## config.mk

```make
export PLATFORM = sky130hd
export DESIGN_NAME = pat_cordic
export DESIGN_NICKNAME = d
export VERILOG_FILES = /design/src/rtl/pat_pkg.sv /design/src/rtl/pat_cordic.sv
export SDC_FILE = /design/constraint.sdc
export NUM_CORES = 1
export LEC_CHECK = 0
export BUFFER_PORTS_ARGS = -buffer_cell sky130_fd_sc_hd__buf_2
export CAP_MARGIN = 10
export CORE_MARGIN = 3
export CORE_UTILIZATION = 40
export DETAILED_ROUTE_END_ITERATION = 8
export PLACE_DENSITY = 0.6
export SYNTH_ARGS = -nofsm -noshare
export SYNTH_HDL_FRONTEND = slang
export SYNTH_SLANG_ARGS = --single-unit
```

## constraint.sdc

```tcl
create_clock -name clk -period 9.2 [get_ports clk]
set_input_delay 1.84 -clock clk [delete_from_list [all_inputs] [get_ports clk]]
set_output_delay 1.84 -clock clk [all_outputs]
set_load 0.05 [all_outputs]
```

## src/rtl/pat_pkg.sv

```systemverilog
// ----------------------------------------------------------------------------
// pat_pkg
// Shared types, constants and the arctangent table for the point transform.
// ----------------------------------------------------------------------------
package pat_pkg;

    localparam int COORD_WIDTH           = 32;
    localparam int FRAC_BITS             = 16;
    localparam int ID_W                  = 16;
    localparam int ANGLE_W               = 16;
    localparam int CORDIC_STEPS_DEFAULT  = 16;
    localparam int ATAN_ENTRIES          = 24;
    localparam int ATAN_IDX_W            = 5;
    localparam int TRIG_W                = 32;
    localparam int TRIG_FRAC             = 30;
    localparam int ZW                    = 32;
    localparam int CFG_IDX_W             = 3;
    localparam int CFG_DATA_W            = 32;

    // datapath widths: differences, coefficients, products, sums, final
    localparam int DW = COORD_WIDTH + 1;
    localparam int KW = (DW > TRIG_W) ? DW : TRIG_W;
    localparam int PW = DW + KW;
    localparam int SW = PW + 1;
    localparam int FW = SW + 1;

    localparam logic signed [TRIG_W-1:0] CORDIC_GAIN = 32'sh26DD3B6A;

    typedef enum logic [1:0] {
        MODE_TRANSLATE = 2'd0,
        MODE_ROTATE    = 2'd1,
        MODE_SCALE     = 2'd2,
        MODE_MAP       = 2'd3
    } pat_mode_t;

    typedef enum logic [1:0] {
        STATUS_OK        = 2'd0,
        STATUS_SETUP_ERR = 2'd1,
        STATUS_SAT       = 2'd2
    } pat_status_t;

    typedef enum logic [CFG_IDX_W-1:0] {
        CFG_MODE    = 3'd0,
        CFG_FIRST_X = 3'd1,
        CFG_FIRST_Y = 3'd2,
        CFG_ANGLE   = 3'd3,
        CFG_PIVOT_X = 3'd4,
        CFG_PIVOT_Y = 3'd5,
        CFG_END_X   = 3'd6,
        CFG_END_Y   = 3'd7
    } pat_cfg_idx_t;

    typedef struct packed {
        logic [ID_W-1:0]               point_id;
        logic signed [COORD_WIDTH-1:0] x_in;
        logic signed [COORD_WIDTH-1:0] y_in;
    } pat_in_t;

    typedef struct packed {
        logic [ID_W-1:0]               id_out;
        logic signed [COORD_WIDTH-1:0] x_out;
        logic signed [COORD_WIDTH-1:0] y_out;
        pat_status_t                   status;
    } pat_out_t;

    typedef struct packed {
        pat_mode_t                     mode;
        logic signed [COORD_WIDTH-1:0] first_x;
        logic signed [COORD_WIDTH-1:0] first_y;
        logic signed [COORD_WIDTH-1:0] pivot_x;
        logic signed [COORD_WIDTH-1:0] pivot_y;
        logic signed [COORD_WIDTH-1:0] end_x;
        logic signed [COORD_WIDTH-1:0] end_y;
    } pat_cfg_t;

    typedef struct packed {
        logic signed [TRIG_W-1:0] cos_val;
        logic signed [TRIG_W-1:0] sin_val;
    } pat_trig_t;

    // atan(2^-i) in units of 2^-32 turn
    function automatic logic signed [ZW-1:0] atan_turn(input logic [ATAN_IDX_W-1:0] idx);
        logic signed [ZW-1:0] v;
        begin
            case (idx)
                5'd0:    v = 32'sh20000000;
                5'd1:    v = 32'sh12E4051E;
                5'd2:    v = 32'sh09FB385B;
                5'd3:    v = 32'sh051111D4;
                5'd4:    v = 32'sh028B0D43;
                5'd5:    v = 32'sh0145D7E1;
                5'd6:    v = 32'sh00A2F61E;
                5'd7:    v = 32'sh00517C55;
                5'd8:    v = 32'sh0028BE53;
                5'd9:    v = 32'sh00145F2F;
                5'd10:   v = 32'sh000A2F98;
                5'd11:   v = 32'sh000517CC;
                5'd12:   v = 32'sh00028BE6;
                5'd13:   v = 32'sh000145F3;
                5'd14:   v = 32'sh0000A2FA;
                5'd15:   v = 32'sh0000517D;
                5'd16:   v = 32'sh000028BE;
                5'd17:   v = 32'sh0000145F;
                5'd18:   v = 32'sh00000A30;
                5'd19:   v = 32'sh00000518;
                5'd20:   v = 32'sh0000028C;
                5'd21:   v = 32'sh00000146;
                5'd22:   v = 32'sh000000A3;
                5'd23:   v = 32'sh00000051;
                default: v = '0;
            endcase
            return v;
        end
    endfunction

endpackage

```

## src/rtl/pat_cordic.sv

```systemverilog
// ----------------------------------------------------------------------------
// pat_cordic
// Iterative CORDIC producing cosine and sine in Q2.30 for the rotation angle.
// ----------------------------------------------------------------------------
module pat_cordic
    import pat_pkg::*;
#(
    parameter int CORDIC_STEPS = CORDIC_STEPS_DEFAULT
)
(
    input  logic               clk,
    input  logic               rst_n,
    input  logic               load,
    input  logic [ANGLE_W-1:0] angle,
    output logic               busy,
    output pat_trig_t          trig
);

    localparam int NSTEPS = (CORDIC_STEPS < ATAN_ENTRIES) ? CORDIC_STEPS : ATAN_ENTRIES;
    localparam int STEP_W = (NSTEPS > 1) ? $clog2(NSTEPS) : 1;
    localparam logic [STEP_W-1:0] LAST_STEP = STEP_W'(NSTEPS - 1);

    logic                     running_reg, running_next;
    logic [STEP_W-1:0]        step_reg, step_next;
    logic signed [TRIG_W-1:0] x_reg, x_next;
    logic signed [TRIG_W-1:0] y_reg, y_next;
    logic signed [ZW-1:0]     z_reg, z_next;
    logic                     flip_reg, flip_next;
    pat_trig_t                trig_reg, trig_next;

    logic [ANGLE_W-1:0]       folded;
    logic                     flip_in;
    logic signed [TRIG_W-1:0] x_sh, y_sh, x_it, y_it;
    logic signed [ZW-1:0]     at, z_it;

    always_comb
    begin
        // second and third quadrant: rotate by angle - half turn, negate at the end
        flip_in = (angle[ANGLE_W-1:ANGLE_W-2] == 2'b01) || (angle[ANGLE_W-1:ANGLE_W-2] == 2'b10);
        folded  = flip_in ? (angle - ANGLE_W'(1 << (ANGLE_W - 1))) : angle;

        x_sh = x_reg >>> step_reg;
        y_sh = y_reg >>> step_reg;
        at   = atan_turn(ATAN_IDX_W'(step_reg));
        if (!z_reg[ZW-1])
        begin
            x_it = x_reg - y_sh;
            y_it = y_reg + x_sh;
            z_it = z_reg - at;
        end
        else
        begin
            x_it = x_reg + y_sh;
            y_it = y_reg - x_sh;
            z_it = z_reg + at;
        end

        running_next = running_reg;
        step_next    = step_reg;
        x_next       = x_reg;
        y_next       = y_reg;
        z_next       = z_reg;
        flip_next    = flip_reg;
        trig_next    = trig_reg;

        if (load)
        begin
            running_next = 1'b1;
            step_next    = '0;
            x_next       = CORDIC_GAIN;
            y_next       = '0;
            z_next       = {folded, {(ZW - ANGLE_W){1'b0}}};
            flip_next    = flip_in;
        end
        else if (running_reg)
        begin
            x_next    = x_it;
            y_next    = y_it;
            z_next    = z_it;
            step_next = step_reg + STEP_W'(1);
            if (step_reg == LAST_STEP)
            begin
                running_next      = 1'b0;
                trig_next.cos_val = flip_reg ? -x_it : x_it;
                trig_next.sin_val = flip_reg ? -y_it : y_it;
            end
        end
    end

    // reset state is a run for angle zero
    always_ff @(posedge clk or negedge rst_n)
    begin
        if (!rst_n)
        begin
            running_reg <= 1'b1;
            step_reg    <= '0;
            x_reg       <= CORDIC_GAIN;
            y_reg       <= '0;
            z_reg       <= '0;
            flip_reg    <= 1'b0;
        end
        else
        begin
            running_reg <= running_next;
            step_reg    <= step_next;
            x_reg       <= x_next;
            y_reg       <= y_next;
            z_reg       <= z_next;
            flip_reg    <= flip_next;
        end
    end

    always_ff @(posedge clk)
    begin
        trig_reg <= trig_next;
    end

    assign busy = running_reg;
    assign trig = trig_reg;

endmodule

```

==> impl_results.md <==
* Status: finished, final reports clean
* Max_cap viols at 0
* Vias/cell at between 6 and 7
* Critical path startpoint category: flop
* Fin crit share at a little under nine tenths
* Min cycle time layout at between 7000 and 8000 ps
* Worst-path fanout max at slightly above 80
* TritonCTS clock tree: built
* Vias in the first global route at about 15000
* Critical-path cell list: clkinv_1, mux2_2, or4_1, a21oi_1, and3_1, and2_1, a21oi_1, xnor2_1, ha_1, and4_1, nand3_1, or4b_2, o221ai_1, o31ai_1, xnor2_1, or2_2, or4_1, o31ai_4, a21boi_2, xnor2_1
* N_diodes at 0
* CP Capture Type: flop
* Async S/R FF share, synth at between 60 and 70%
* Clock Latency Late Sink at 500 ps
* Die Y at ~220 µm
* Placed insts at about 2600
* DRT antenna net count at 0
* Initial DRT Pass Iterations at 5
* Hold Path Origin: z_reg[30]$_DFFE_PN0P_
* Cell Count, Final, Fillers Out at between 2000 and 3000
* Max Fclk at 128 MHz
* R2r endpoint: trig[63]$_DFFE_PP_
* FP Rows at 77
* Post-route setup TNS at 0 ps
* Nets at 2202
* R2r worst-path depth at 20
* DRC viols at 0
* CTS H-Tree Depth at 4
* I/O Pins at 84
* RSZ-0062 raised after global routing: false
* Die ar. at between 40000 and 50000 µm²
* Area share of the largest cell type after synthesis at between 10% and 20%
* Hold Buf Count CTS at 0
* Sequential area share after synthesis at approximately a quarter
* Slowest stage cell, crit path: dfrtp_4
* Slew Limit Fails at 0
* Main area contributors after synthesis: dfrtp_1 (11%), edfxtp_1 (11%), mux4_2 (8.9%), ha_1 (7.4%), xnor2_1 (7.1%)
* Initial antenna violation count at 0
* Post-Synthesis Cells at approximately 2100
* Final setup fails at 0
* WHS Endpoint: z_reg[30]$_DFFE_PN0P_
* Syn Std Cell Area at 18200 µm²
* CTS Buf Count at 17
* Final Hold Viols at 0
* Worst clock skew at ~18 ps
* Largest register FFs at 64
* # port buffers at a little over 80
* Worst r2r src: step_reg[3]$_DFFE_PN0P_
* Post-CTS sizing at 0
* Fraction of layout cells with a size suffix above 1 at 14.1%
* Avg WL per Cell at about 21 µm
* Critical Path Most Common Cell: xnor2_1
* Post-Place Worst Slack at ~1500 ps
* Clock Path Buffers at 2
* DP HPWL at 41.8 mm
* Layout area overhead at 7.99%
* Pin count of the biggest net entering global routing at 82
* Core Region at around 45000 µm²
* Hold path cells at 2
* Clk sinks at between 150 and 200
* Worst hold path type: flop to flop
* Post-CTS Setup Inserts at 0
* GPL Wtd Cong at around 0.97
* Post-synth top flop: dfrtp_1
* Chip Width at approximately 220 µm
* Arrival time worst endpoint at a little over 8000 ps
* Via count at about 16000
* Critical Path Max Stage Delay at 1000 ps
* Initial drt markers at around 1500
* Mean Syn Cell Area at between 8 and 9 µm²
* Grt total ovfl at 0
* Mapped Nets at approximately 2200
* Area leader, netlist: dfrtp_1
* DRT Wirelength at between 50 and 60 mm
* Flops & latches, synth at 166
* WHS at 527 ps
* Final WS setup at 1380 ps
* Global-route wire length before repair at 87.8 mm
* GR Util All Layers at a little under a quarter
* Netlist cell types at between 90 and 100
* Number of synthesized flops with an enable pin at 64
* Tightest Pin Transition at ~970 ps
* Rel. slew slack at around a third
* YS warnings at 0
* CTS root buf: clkbuf_16
* CP required at approximately 9400 ps
* Worst-path clk slew at ~80 ps
* Setup CP Type: flop to flop
* Initial core utilization at 40.9%
* R2R Setup Slk at 1380 ps
[critical path: cells and delay by family (launching register included)]
kind,cells,cell delay [ps]
AND/OR/NAND/NOR,8,3030
AO/OA/AOI/OAI,6,1310
flip-flops,1,1000
buffers and inverters,1,820
multiplexers,1,520
XOR/XNOR,3,430
adder cells (fa/ha/maj),1,400
[how the worst max path moves through the flow]
stage / from / to / cells past startpoint
final: step_reg[3]$_DFFE_PN0P_ / trig[63]$_DFFE_PP_ / 20
after global routing: step_reg[3]$_DFFE_PN0P_ / trig[63]$_DFFE_PP_ / 20
after CTS: step_reg[3]$_DFFE_PN0P_ / trig[63]$_DFFE_PP_ / 20
after detailed placement: step_reg[3]$_DFFE_PN0P_ / trig[63]$_DFFE_PP_ / 20
after global placement: step_reg[3]$_DFFE_PN0P_ / trig[62]$_DFFE_PP_ / 20
after floorplan: step_reg[2]$_DFFE_PN0P_ / trig[62]$_DFFE_PP_ / 28
[cells in the mapped netlist, drive strengths merged, types with 10 or more instances]
| master | count |
|---|---|
| o21ai | 135 |
| a22oi | 13 |
| and3 | 23 |
| inv | 36 |
| edfxtp | 64 |
| or4 | 16 |
| nand3 | 40 |
| ha | 108 |
| a21o | 48 |
| a21boi | 10 |
| o31ai | 24 |
| nand2b | 14 |
| buf | 58 |
| clkbuf | 62 |
| nor2 | 192 |
| o21bai | 15 |
| dfrtp | 83 |
| nor2b | 18 |
| nand4 | 16 |
| mux2 | 29 |
| and2 | 22 |
| xor2 | 81 |
| dfstp | 19 |
| mux4 | 72 |
| o21a | 16 |
| nor3 | 26 |
| xnor2 | 148 |
| or3 | 19 |
| a31oi | 28 |
| a211oi | 24 |
| nand2 | 207 |
| mux2i | 122 |
| a21oi | 163 |
[placed cells by master (no fill, tap or decap), drive strengths merged, types with 6 or more instances in the layout]
cell type  instances
a211oi            24
a21boi            10
a21o              48
a21oi            163
a22oi             13
a31oi             28
and2              22
and3              23
and4               6
buf              104
clkbuf            23
clkinv             7
dfrtp             83
dfstp             19
edfxtp            64
ha               108
inv               39
mux2              29
mux2i            122
mux4              72
nand2            207
nand2b            14
nand3             40
nand4             16
nor2             192
nor2b             18
nor3              26
nor3b              9
o21a              16
o21ai            135
o21bai            15
o22ai              6
o31ai             24
or2                9
or3               19
or4               16
xnor2            148
xor2              81
[routing by layer]
| metal | part of all wire [%] | up-vias | wire (µm) | GRT usage, % |
|---|---|---|---|---|
| li1 | - | 7667 | - | - |
| met1 | 45 | 7881 | 24700 | 31.4 |
| met2 | 47 | 536 | 25800 | 37.4 |
| met3 | 6.5 | 94 | 3620 | 4.94 |
| met4 | 2.4 | 0 | 1330 | 7.34 |
| met5 | 0 | - | 0 | 0 |
[layout make-up]
cell class,count,area [µm²]
fillers,4353,24900
multi-input cells,1743,13100
flip-flops and latches,166,4520
well taps,592,741
repair buffers,104,578
clock buffers,23,489
inverters,40,150
clock inverters,9,113
[cell families (layout without fill, tap and decap cells)]
logic type | count (synthesis) | after routing | synth area share, %
AOI/OAI and AO/OA | 543 | 543 | 19.1
xor gates and xnor gates | 229 | 229 | 11.0
adders and majority gates | 111 | 111 | 7.74
buffers and inverters | 160 | 176 | 3.51
DFF | 166 | 166 | 24.7
muxes | 223 | 223 | 17.4
and+or+nand+nor | 637 | 637 | 16.6
[stage by stage]
stage	utilization, %	area (µm²)
global placement	42.8	19100
finish	44.1	19700
CTS	44.1	19700
detailed placement	42.8	19100
global route	44.1	19700
floorplan	-	18200
Power is left out: the tool's default activity adds up to more than one toggle a clock period on the data nets, which glitch-free logic cannot reach.
